### config.mk
export PLATFORM = sky130hd
export DESIGN_NAME = bounded_ordered_list_engine
export DESIGN_NICKNAME = d
export VERILOG_FILES = /design/src/rtl/bole_pkg.sv /design/src/rtl/bounded_ordered_list_engine.sv
export SDC_FILE = /design/constraint.sdc
export NUM_CORES = 2
export LEC_CHECK = 0
export ABC_AREA = 1
export BUFFER_PORTS_ARGS = -buffer_cell sky130_fd_sc_hd__buf_2
export CAP_MARGIN = 20
export CORE_MARGIN = 2
export CORE_UTILIZATION = 50
export CTS_CLUSTER_DIAMETER = 100
export DETAILED_ROUTE_END_ITERATION = 8
export GPL_TIMING_DRIVEN = 0
export PLACE_DENSITY = 0.64
export SLEW_MARGIN = 20
export SYNTH_ARGS = -nofsm -noshare
export SYNTH_HDL_FRONTEND = slang
export SYNTH_SLANG_ARGS = --single-unit
### constraint.sdc
create_clock -name clk -period 8.05 [get_ports clk]
set_clock_uncertainty 0.05 [all_clocks]
set_input_delay 0.805 -clock clk [delete_from_list [all_inputs] [get_ports clk]]
set_output_delay 0.805 -clock clk [all_outputs]
set_load 0.1 [all_outputs]
### src/rtl/bole_pkg.sv
// ----------------------------------------------------------------------------
// bole_pkg: shared definitions for the bounded ordered list engine
// Field widths, command codes and parameter defaults.
// ----------------------------------------------------------------------------
package bole_pkg;

  localparam int CMD_W = 2;
  localparam int POS_W = 6;
  localparam int CAP_W = 7;

  localparam int DEF_DEPTH     = 64;
  localparam int DEF_KEY_WIDTH = 32;

  typedef enum logic [CMD_W-1:0] {
    CMD_APPEND   = 2'd0,
    CMD_REMOVE   = 2'd1,
    CMD_CONTAINS = 2'd2,
    CMD_READ     = 2'd3
  } cmd_t;

endpackage

### src/rtl/bounded_ordered_list_engine.sv
// ----------------------------------------------------------------------------
// bounded_ordered_list_engine: insertion-ordered key list with a capacity limit
// Append, remove-first-match, contains and read-at-position over one memory.
// ----------------------------------------------------------------------------
// Usage:
//   Requests enter on in_valid/in_ready with cmd, key and position. Each
//   request yields one result on out_valid/out_ready: ok, read_value, count
//   and full_res. The capacity register is written on cfg_valid/cfg_ready;
//   any write empties the list (zero is held as 1, values above DEPTH as
//   DEPTH).
//   Request paths, with n keys held: append goes straight to the result;
//   read passes through the memory read to the result, or goes straight
//   there when the position is not below n; contains scans from position 0
//   to the first match or the end of the list; remove scans the same way,
//   then shifts each later key down one place before the result.
//   The block takes one request at a time and is ready again once the
//   result is loaded. All searching and compacting run through the
//   single read/write port of the key memory and one equality compare, one
//   entry per cycle, so the memory port sets the rate.
//   A finished result sits in the output register; the next request is
//   accepted while it waits. If the receiver stalls, the following result
//   is held in the engine until the output register frees up.
//   Reset empties the list and sets capacity to 1; no clearing pass.
// ----------------------------------------------------------------------------
module bounded_ordered_list_engine #(
  parameter int DEPTH     = bole_pkg::DEF_DEPTH,
  parameter int KEY_WIDTH = bole_pkg::DEF_KEY_WIDTH
) (
  input  logic                             clk,
  input  logic                             rst,
  input  logic                             cfg_valid,
  output logic                             cfg_ready,
  input  logic [bole_pkg::CAP_W-1:0]       capacity,
  input  logic                             in_valid,
  output logic                             in_ready,
  input  logic [bole_pkg::CMD_W-1:0]       cmd,
  input  logic signed [KEY_WIDTH-1:0]      key,
  input  logic [bole_pkg::POS_W-1:0]       position,
  output logic                             out_valid,
  input  logic                             out_ready,
  output logic                             ok,
  output logic signed [KEY_WIDTH-1:0]      read_value,
  output logic [bole_pkg::CAP_W-1:0]       count,
  output logic                             full_res
);

  localparam int CAP_W   = bole_pkg::CAP_W;
  localparam int IDX_W   = (DEPTH > 1) ? $clog2(DEPTH) : 1;
  localparam int CAP_TOP = (1 << CAP_W) - 1;
  localparam logic [CAP_W-1:0] CAP_LIMIT =
    CAP_W'((DEPTH > CAP_TOP) ? CAP_TOP : DEPTH);

  typedef enum logic [4:0] {
    S_IDLE   = 5'b00001,
    S_SCAN   = 5'b00010,
    S_SHIFT  = 5'b00100,
    S_READ   = 5'b01000,
    S_RESULT = 5'b10000
  } state_t;

  state_t                 state, state_next;
  logic [CAP_W-1:0]       capacity_q;
  logic [CAP_W-1:0]       entry_count;
  logic [CAP_W-1:0]       scan_idx;
  logic [CAP_W-1:0]       cmp_idx;
  logic                   cmp_vld;
  bole_pkg::cmd_t         cmd_q;
  logic [KEY_WIDTH-1:0]   key_q;
  logic                   op_ok;
  logic [KEY_WIDTH-1:0]   op_rv;

  logic [KEY_WIDTH-1:0]   mem [DEPTH];
  logic [KEY_WIDTH-1:0]   mem_q;
  logic                   mem_we;
  logic [IDX_W-1:0]       mem_wa;
  logic [IDX_W-1:0]       mem_ra;
  logic [KEY_WIDTH-1:0]   mem_wd;

  logic                   in_acc;
  logic                   cfg_acc;
  logic                   has_room;
  logic                   pos_ok;
  logic                   scan_more;
  logic                   hit;
  logic                   slot_free;
  logic [CAP_W-1:0]       cap_clamped;

  assign cfg_ready = (state == S_IDLE);
  assign in_ready  = (state == S_IDLE) && !cfg_valid;
  assign in_acc    = in_valid && in_ready;
  assign cfg_acc   = cfg_valid && cfg_ready;

  assign has_room  = (entry_count < capacity_q);
  assign pos_ok    = (CAP_W'(position) < entry_count);
  assign scan_more = (scan_idx < entry_count);
  // Shared compare: registered memory word against the request key
  assign hit       = cmp_vld && (mem_q == key_q);
  assign slot_free = !out_valid || out_ready;

  always_comb begin
    if (capacity == '0) begin
      cap_clamped = CAP_W'(1);
    end else if (capacity > CAP_LIMIT) begin
      cap_clamped = CAP_LIMIT;
    end else begin
      cap_clamped = capacity;
    end
  end

  // Single memory port: append and compaction write, position and scan read
  always_comb begin
    if (state == S_IDLE) begin
      mem_we = in_acc && (bole_pkg::cmd_t'(cmd) == bole_pkg::CMD_APPEND) && has_room;
      mem_wa = IDX_W'(entry_count);
      mem_wd = key;
      mem_ra = IDX_W'(position);
    end else begin
      mem_we = (state == S_SHIFT) && cmp_vld;
      mem_wa = IDX_W'(cmp_idx);
      mem_wd = mem_q;
      mem_ra = IDX_W'(scan_idx);
    end
  end

  always_ff @(posedge clk) begin
    if (mem_we) begin
      mem[mem_wa] <= mem_wd;
    end
    mem_q <= mem[mem_ra];
  end

  always_comb begin
    state_next = state;
    unique case (state)
      S_IDLE: begin
        if (in_acc) begin
          case (bole_pkg::cmd_t'(cmd))
            bole_pkg::CMD_APPEND: state_next = S_RESULT;
            bole_pkg::CMD_READ:   state_next = pos_ok ? S_READ : S_RESULT;
            default:              state_next = S_SCAN;
          endcase
        end
      end
      S_SCAN: begin
        if (hit) begin
          state_next = (cmd_q == bole_pkg::CMD_REMOVE) ? S_SHIFT : S_RESULT;
        end else if (!cmp_vld && !scan_more) begin
          state_next = S_RESULT;
        end
      end
      S_SHIFT: begin
        if (!cmp_vld && !scan_more) begin
          state_next = S_RESULT;
        end
      end
      S_READ:   state_next = S_RESULT;
      S_RESULT: begin
        if (slot_free) begin
          state_next = S_IDLE;
        end
      end
      default:  state_next = S_IDLE;
    endcase
  end

  always_ff @(posedge clk) begin
    if (rst) begin
      state       <= S_IDLE;
      capacity_q  <= CAP_W'(1);
      entry_count <= '0;
      cmp_vld     <= 1'b0;
      out_valid   <= 1'b0;
    end else begin
      state <= state_next;
      if (cfg_acc) begin
        capacity_q  <= cap_clamped;
        entry_count <= '0;
      end
      if ((state == S_RESULT) && slot_free) begin
        out_valid <= 1'b1;
      end else if (out_ready) begin
        out_valid <= 1'b0;
      end
      unique case (state)
        S_IDLE: begin
          cmp_vld <= 1'b0;
          if (in_acc && (bole_pkg::cmd_t'(cmd) == bole_pkg::CMD_APPEND) && has_room) begin
            entry_count <= entry_count + CAP_W'(1);
          end
        end
        S_SCAN: begin
          if (hit) begin
            // Start compaction one past the match; drop the pending read
            cmp_vld <= 1'b0;
          end else begin
            cmp_vld <= scan_more;
          end
        end
        S_SHIFT: begin
          cmp_vld <= scan_more;
          if (!cmp_vld && !scan_more) begin
            entry_count <= entry_count - CAP_W'(1);
          end
        end
        S_READ: begin
          cmp_vld <= 1'b0;
        end
        S_RESULT: begin
          cmp_vld <= 1'b0;
        end
        default: cmp_vld <= 1'b0;
      endcase
    end
  end

  // Datapath registers: request, scan pointers, pending result
  always_ff @(posedge clk) begin
    unique case (state)
      S_IDLE: begin
        if (in_acc) begin
          cmd_q    <= bole_pkg::cmd_t'(cmd);
          key_q    <= key;
          scan_idx <= '0;
          op_rv    <= '0;
          case (bole_pkg::cmd_t'(cmd))
            bole_pkg::CMD_APPEND: op_ok <= has_room;
            default:              op_ok <= 1'b0;
          endcase
        end
      end
      S_SCAN: begin
        if (hit) begin
          op_ok    <= 1'b1;
          scan_idx <= cmp_idx + CAP_W'(1);
        end else if (scan_more) begin
          cmp_idx  <= scan_idx;
          scan_idx <= scan_idx + CAP_W'(1);
        end
      end
      S_SHIFT: begin
        if (scan_more) begin
          // Read slot scan_idx now, write it to scan_idx - 1 next cycle
          cmp_idx  <= scan_idx - CAP_W'(1);
          scan_idx <= scan_idx + CAP_W'(1);
        end
      end
      S_READ: begin
        op_ok <= 1'b1;
        op_rv <= mem_q;
      end
      S_RESULT: begin
        if (slot_free) begin
          ok         <= op_ok;
          read_value <= op_rv;
          count      <= entry_count;
          full_res   <= (entry_count == capacity_q);
        end
      end
      default: op_ok <= 1'b0;
    endcase
  end

  // --------------------------------------------------------------------------
  // Assertions
  // --------------------------------------------------------------------------
  a_count_le_cap: assert property (@(posedge clk) disable iff (rst)
    entry_count <= capacity_q)
    else $error("entry count exceeds capacity");

  a_cap_range: assert property (@(posedge clk) disable iff (rst)
    (capacity_q != '0) && (capacity_q <= CAP_LIMIT))
    else $error("capacity register out of range");

  a_append_grows: assert property (@(posedge clk) disable iff (rst)
    (in_acc && (bole_pkg::cmd_t'(cmd) == bole_pkg::CMD_APPEND) && has_room)
    |=> (entry_count == $past(entry_count) + CAP_W'(1)))
    else $error("append did not grow the list");

  a_remove_shrinks: assert property (@(posedge clk) disable iff (rst)
    ((state == S_SHIFT) && !cmp_vld && !scan_more)
    |=> (entry_count == $past(entry_count) - CAP_W'(1)) && (state == S_RESULT))
    else $error("remove did not shrink the list");

  a_shift_write_in_range: assert property (@(posedge clk) disable iff (rst)
    ((state == S_SHIFT) && cmp_vld) |-> (cmp_idx + CAP_W'(1) < entry_count))
    else $error("compaction write past the last entry");

endmodule
# Word level (Yosys, flattened, before mapping)
# Memory sizes are Yosys's and may differ from the RTL's. A register that Yosys moved wholly into a read port is not among the register bits.
# Index checks and enable logic that the tools add are counted.
[word_totals]
ff_bits = 143
mem_bits_rw = 2048
inputBits = 52
elab_cells = 107
mem_count = 1
[op_classes]
addsub = 5
magnitude_cmp = 4
eq_ne = 15
n_mux = 38
n_bitwise = 1
reduce_logical = 28
[memory_table]
columns = ["memory", "depth", "word_bits", "rd", "rd_clocked_by_memory_dff", "write_ports", "line", "source"]
rows = [
  ["mem", 64, 32, 1, 1, 1, "bounded_ordered_list_engine.sv:72", "logic [KEY_WIDTH-1:0] mem [DEPTH];"],
]
[op_table]
columns = ["operator", "n"]
rows = [
  ["$mux 7", 11],
  ["$mux 32", 2],
  ["$pmux 32 s2", 1],
  ["$eq 32x32->1", 1],
  ["$mux 5", 6],
  ["$pmux 7 s2", 2],
  ["$pmux 5 s5", 1],
  ["$add 7x1->7 const B", 3],
  ["$pmux 7 s3", 1],
  ["$lt 7x7->1", 2],
  ["$sub 7x1->7 const B", 2],
  ["$mux 6", 2],
  ["$ne 2x2->1 const B", 5],
  ["$pmux 5 s2", 1],
  ["$reduce_and 2->1", 5],
  ["$logic_and 1x1->1", 9],
  ["$mux 1", 9],
  ["$eq 7x7->1", 1],
  ["$gt 7x7->1 const B", 1],
  ["$logic_not 7->1", 1],
  ["$lt 6x7->1", 1],
  ["$reduce_bool 2->1", 3],
  ["$eq 5x1->1 const B", 1],
  ["$eq 5x2->1 const B", 1],
  ["16 further kinds", 19],
]

# Longest topological paths before layout
[logic_depth]
depth_word = 8
depth_mapped = 16
depth_no_buf = 14

# Worst setup path after synthesis
# Ideal clock, no wire load.
[synth_path]
path_type = "input-to-reg"
from = "input cfg_valid"
to = "memory mem[40][0] (netlist bit) (enable)"
arrival_ps = 5092
slack_ps = 2487
path_stages = 8
path_buffers = 1
path_cell_list = "nor2_1 nand2_1 inv_1 nand2_1 o21ai_1 buf_2 nand4_2 nor2_1"
[synth_via]
elab_chain_cells = 8
[synth_rtl]
columns = ["element", "line", "source"]
rows = [
  ["start: declaration", "bounded_ordered_list_engine.sv:31", "input logic cfg_valid,"],
  ["$logic_not 1->1", "bounded_ordered_list_engine.sv:89", "assign in_ready = (state == S_IDLE) && !cfg_valid;"],
  ["$logic_and 1x1->1", "bounded_ordered_list_engine.sv:89", ""],
  ["$logic_and 1x1->1", "bounded_ordered_list_engine.sv:90", "assign in_acc = in_valid && in_ready;"],
  ["$logic_and 1x1->1 (2 in a row)", "bounded_ordered_list_engine.sv:113", "mem_we = in_acc && (bole_pkg::cmd_t'(cmd) == bole_pkg::CMD_APPEND) && has_room;"],
  ["$mux 1", "bounded_ordered_list_engine.sv:112", "if (state == S_IDLE) begin"],
  ["$mux 1", "bounded_ordered_list_engine.sv:126", "if (mem_we) begin"],
  ["$mux 1 (implied by the code)", "bounded_ordered_list_engine.sv:127", "mem[mem_wa] <= mem_wd;"],
  ["end: declaration", "bounded_ordered_list_engine.sv:72", ""],
]
# Every way passes these cells.

# Worst setup path in the final report
[layout_path]
from = "register state[1]"
to = "register mem_q[11], read port of mem"
[layout_via]
elab_chain_cells = 2
[layout_rtl]
columns = ["element", "line", "source"]
rows = [
  ["start: declaration", "bounded_ordered_list_engine.sv:61", "state_t state, state_next;"],
  ["start signal: assignment", "bounded_ordered_list_engine.sv:174", "state <= state_next;"],
  ["$eq 5x1->1", "bounded_ordered_list_engine.sv:112", ""],
  ["$mux 6", "bounded_ordered_list_engine.sv:112", ""],
  ["end: declaration", "bounded_ordered_list_engine.sv:73", "logic [KEY_WIDTH-1:0] mem_q;"],
]
# Every way passes these cells.
# A chain may end at the register's enable or synchronous reset.

==> impl_metrics.yaml <==
clock_network:
  tritoncts: "yes"
  clk_pin_slew_ns: 0.06
  cts_resized: 0
  clockBufferDepth: 3
  root_buffer: "sky130_fd_sc_hd__clkbuf_16"
  clock_sink_count: 2223
  ctsHoldBuffers: 0
  cts_post_setup_buffers_inserted: 0
  insertion_delay_ns: 0.90
  cts.htree.levels: 4
  numCtsBuffers: 227
global_routing:
  antenna_found_initial: 29
  globalRouteTotalUtil_pct: 38.8
  grt_max_degree: 33
  met3_usage_pct: 11.3
  grt_pass1_wl_mm: 522
  first_global_vias: 67200
  grt.met2_usage_pct: 56.8
  gr-usage-met1_pct: 50.7
  most_crowded_layer_after_global_routing: "met2"
  overflow: 0
layout:
  final_layout_size_suffix_gt1_share_pct: 11.6
  post-route-cell-area_um2: 114000
  final.fill_count: 15100
  area_growth_syn_to_layout_pct: 18.5
  design.final.nets: 9855
logic_synthesis:
  most_common_cell_in_the_netlist: "sky130_fd_sc_hd__nand2_1"
  synth-seq-cells: 2223
  asyncSetResetFlopFracSynth_pct: 0
  post_synth_instance_area_um2: 96000
  post_synth_most_frequent_cells: "sky130_fd_sc_hd__nand2_1 (2834), sky130_fd_sc_hd__edfxtp_1 (2170), sky130_fd_sc_hd__nand3_1 (1705), sky130_fd_sc_hd__inv_1 (1552), sky130_fd_sc_hd__buf_2 (354)"
  yosysWarnings: 0
  synth_cell_type_count: 40
  synth-main-ff-cell: "sky130_fd_sc_hd__edfxtp_1"
  ys_top_cells_by_area: "sky130_fd_sc_hd__edfxtp_1 (68%), sky130_fd_sc_hd__nand2_1 (11%), sky130_fd_sc_hd__nand3_1 (8.9%)"
  portion_of_synthesized_cell_area_occupied_by_the_leading_cell_type_pct: 67.9
  synth_enable_flop_cells: 2170
  synthDominantAreaCellType: "sky130_fd_sc_hd__edfxtp_1"
  postSynthNetCount: 9276
  post_synth_inst_count: 9199
  syn_avg_cell_area_um2: 10.4
  synth_seq_area_share_pct: 69.0
worst_setup_path:
  largest_fanout_on_the_critical_path: 10
  rrSetupSlack_ns: 3.28
  critical_path.startpoint_type: "flip-flop"
  setup.worst_path.start: "state[1]$_SDFFE_PP0P_"
  worst-r2r-cell-count: 10
  cp.arrival_ns: 5.53
  critPathCaptureType: "flip-flop"
  timing.critical_path.required_ns: 8.81
  critical_path.endpoint: "mem_q[11]$_DFF_P_"
  crit-reg2reg-launch: "state[1]$_SDFFE_PP0P_"
  critical_path.reg2reg.endpoint: "mem_q[11]$_DFF_P_"
  criticalPathCategory: "reg -> reg"
sta:
  achievable-frequency_ghz: 0.209
  timing.final.crit_period_ns: 4.77
  grt_setup_unrepaired: "no"
  timing_hold_violations_final: 0
  worst-slew-pin-transition_ns: 1.29
  timing.final.setup_violations: 0
  setup_ws_ns: 3.28
  timing.final.crit_share_pct: 59.3
  timing_max_transition_violations_final: 0
  timing.slew.headroom_pct: 14.3
power:
  sw_frac_of_total_pct: 41.4
  report.power.total_mw: 40.6
  netSwitchingPower_mw: 16.8
  static-leakage-power_nw: 47.2
  power.share.clock_pct: 25.0
  power_density_nw_per_um2: 357
  seq_power_share_pct: 35.5
  combinational_group_share_of_total_power_pct: 39.6
  intPower_mw: 23.8
  vdd_ir_drop_max_v: 0.000250
hold_path:
  hold_depth: 1
  min-delay-path-class: "in -> reg"
placement:
  place_worst_setup_slack_ns: 3.44
  dpl.hpwl_mm: 279
  detailed_place.area_um2: 107000
  buffer_ports.inserted: 94
  place.gp.congestion: 1.07
detailed_routing:
  wire_per_inst_um: 30.9
  post_drt_via_cell_ratio: 5.87
  detail-route-antenna-nets: 0
  detailedRoute.firstIterationViolations: 13000
  postRouteWirelength_mm: 385
  vias: 73300
  drcViolationCount: 0
  first_pass_iters: 7
die:
  num_rows: 160
  core-area_um2: 190000
  design.portCount: 96
  die_area_um2: 195000
  floorplan.die.height_um: 442
  die-width_um: 442
  initial_utilization_pct: 50.4
job:
  drv.max_cap_violation_count: 0
outcome:
  outcome: "finished clean"
-- stage by stage --
| stage | hold WS [ns] | utilization, % | cells | TNS, ns |
|---|---|---|---|---|
| floorplan | 0.350 | - | 9199 | 0 |
| global placement | 0.351 | 52.3 | 11800 | -4541.66 |
| detailed placement | 0.355 | 56.1 | 12100 | 0 |
| CTS | 0.0403 | 59.7 | 12500 | 0 |
| global route | 0.0671 | 59.7 | 12500 | 0 |
| finish | 0.0837 | 59.7 | 12500 | 0 |
-- power groups by stage --
| stage | clock network (mW) | registers (mW) | logic [mW] |
|---|---|---|---|
| final | 10.1 | 14.4 | 16.1 |
| after global routing | 10.6 | 14.4 | 16.4 |
| after CTS | 10.1 | 14.4 | 15.2 |
| after detailed placement | 0 | 14.7 | 15.2 |
| after global placement | 0 | 15.5 | 13.5 |
| after floorplan | 0 | 14.9 | 7.19 |
-- worst min path at each step --
stage / startpoint / to / slack (ns)
2_1_floorplan: op_ok$_DFFE_PP_ / ok$_DFFE_PP_ / 0.35
3_3_place_gp: op_rv[8]$_SDFFCE_PN0P_ / read_value[8]$_DFFE_PP_ / 0.35
3_5_place_dp: op_rv[12]$_SDFFCE_PN0P_ / read_value[12]$_DFFE_PP_ / 0.35
4_1_cts: key[9] / key_q[9]$_DFFE_PP_ / 0.04
5_1_grt: key[9] / key_q[9]$_DFFE_PP_ / 0.07
6_report: key[11] / key_q[11]$_DFFE_PP_ / 0.08
-- final cells by class --
type	count	area (um2)	share of cell area [%]
diodes	13	32.5	0.0286
clock inverters	122	907	0.798
plain buffers	463	2360	2.08
flip-flops and latches	2223	66200	58.2
inverters	1556	5840	5.14
repair buffers	350	6730	5.92
clock buffers	293	6040	5.31
well taps	2511	3140	2.76
multi-input cells	4957	22400	19.7
-- logic make-up (layout without fill, tap and decap cells) --
logic type / Yosys count / count (layout) / share of synthesized area (%)
AO/OA/AOI/OAI: 139 / 139 / 0.858
other: 0 / 13 / 0
AND/OR/NAND/NOR: 4754 / 4754 / 20.9
flip-flops: 2223 / 2223 / 69.0
XOR/XNOR: 39 / 39 / 0.356
adder cells (fa/ha/maj): 25 / 25 / 0.326
buffers and inverters: 2019 / 2784 / 8.53
-- critical path, stage by stage (launching register included) --
cell	delay, ns
sky130_fd_sc_hd__dfxtp_1	0.34
sky130_fd_sc_hd__nor2_2	0.21
sky130_fd_sc_hd__nand3_4	0.19
sky130_fd_sc_hd__buf_4	0.23
sky130_fd_sc_hd__o21ai_1	0.89
sky130_fd_sc_hd__buf_2	0.83
sky130_fd_sc_hd__buf_2	0.59
sky130_fd_sc_hd__nand3_1	0.29
sky130_fd_sc_hd__nand3_1	0.37
sky130_fd_sc_hd__nand3_1	0.40
sky130_fd_sc_hd__nand2_1	0.25
-- layout by cell type (no fill, tap or decap), types with 18 or more instances in the layout --
| cell type | count |
|---|---|
| sky130_fd_sc_hd__nand2_1 | 2833 |
| sky130_fd_sc_hd__edfxtp_1 | 2170 |
| sky130_fd_sc_hd__nand3_1 | 1705 |
| sky130_fd_sc_hd__inv_1 | 1551 |
| sky130_fd_sc_hd__buf_2 | 451 |
| sky130_fd_sc_hd__clkbuf_16 | 230 |
| sky130_fd_sc_hd__buf_16 | 156 |
| sky130_fd_sc_hd__nor2_1 | 114 |
| sky130_fd_sc_hd__clkbuf_1 | 103 |
| sky130_fd_sc_hd__buf_12 | 93 |
| sky130_fd_sc_hd__nor2_4 | 66 |
| sky130_fd_sc_hd__clkinv_1 | 64 |
| sky130_fd_sc_hd__dfxtp_1 | 53 |
| sky130_fd_sc_hd__o211ai_1 | 35 |
| sky130_fd_sc_hd__o21ai_4 | 32 |
| sky130_fd_sc_hd__clkinv_2 | 30 |
| sky130_fd_sc_hd__buf_4 | 29 |
| sky130_fd_sc_hd__a21oi_1 | 26 |
| sky130_fd_sc_hd__ha_1 | 25 |
| sky130_fd_sc_hd__o21ai_0 | 20 |
| sky130_fd_sc_hd__xor2_1 | 20 |
| sky130_fd_sc_hd__xnor2_1 | 19 |
| sky130_fd_sc_hd__buf_1 | 18 |
-- metal layers --
layer | vias to the layer above | routed length [um]
met4 | 24 | 28500
met3 | 1143 | 56800
li1 | 31300 | -
met2 | 5879 | 165000
met1 | 35000 | 135000
met5 | - | 169
-- sequential cells by signal (all words and copies together), names as in the netlist, 2 cells and up --
register / count
read_value: 32
key_q: 32
entry_count: 7
cmp_idx: 7
mem: 2048
capacity_q: 7
count: 7
scan_idx: 7
op_rv: 32
mem_q: 32
state: 5
cmd_q: 2
(Power assumes the default switching activity.)
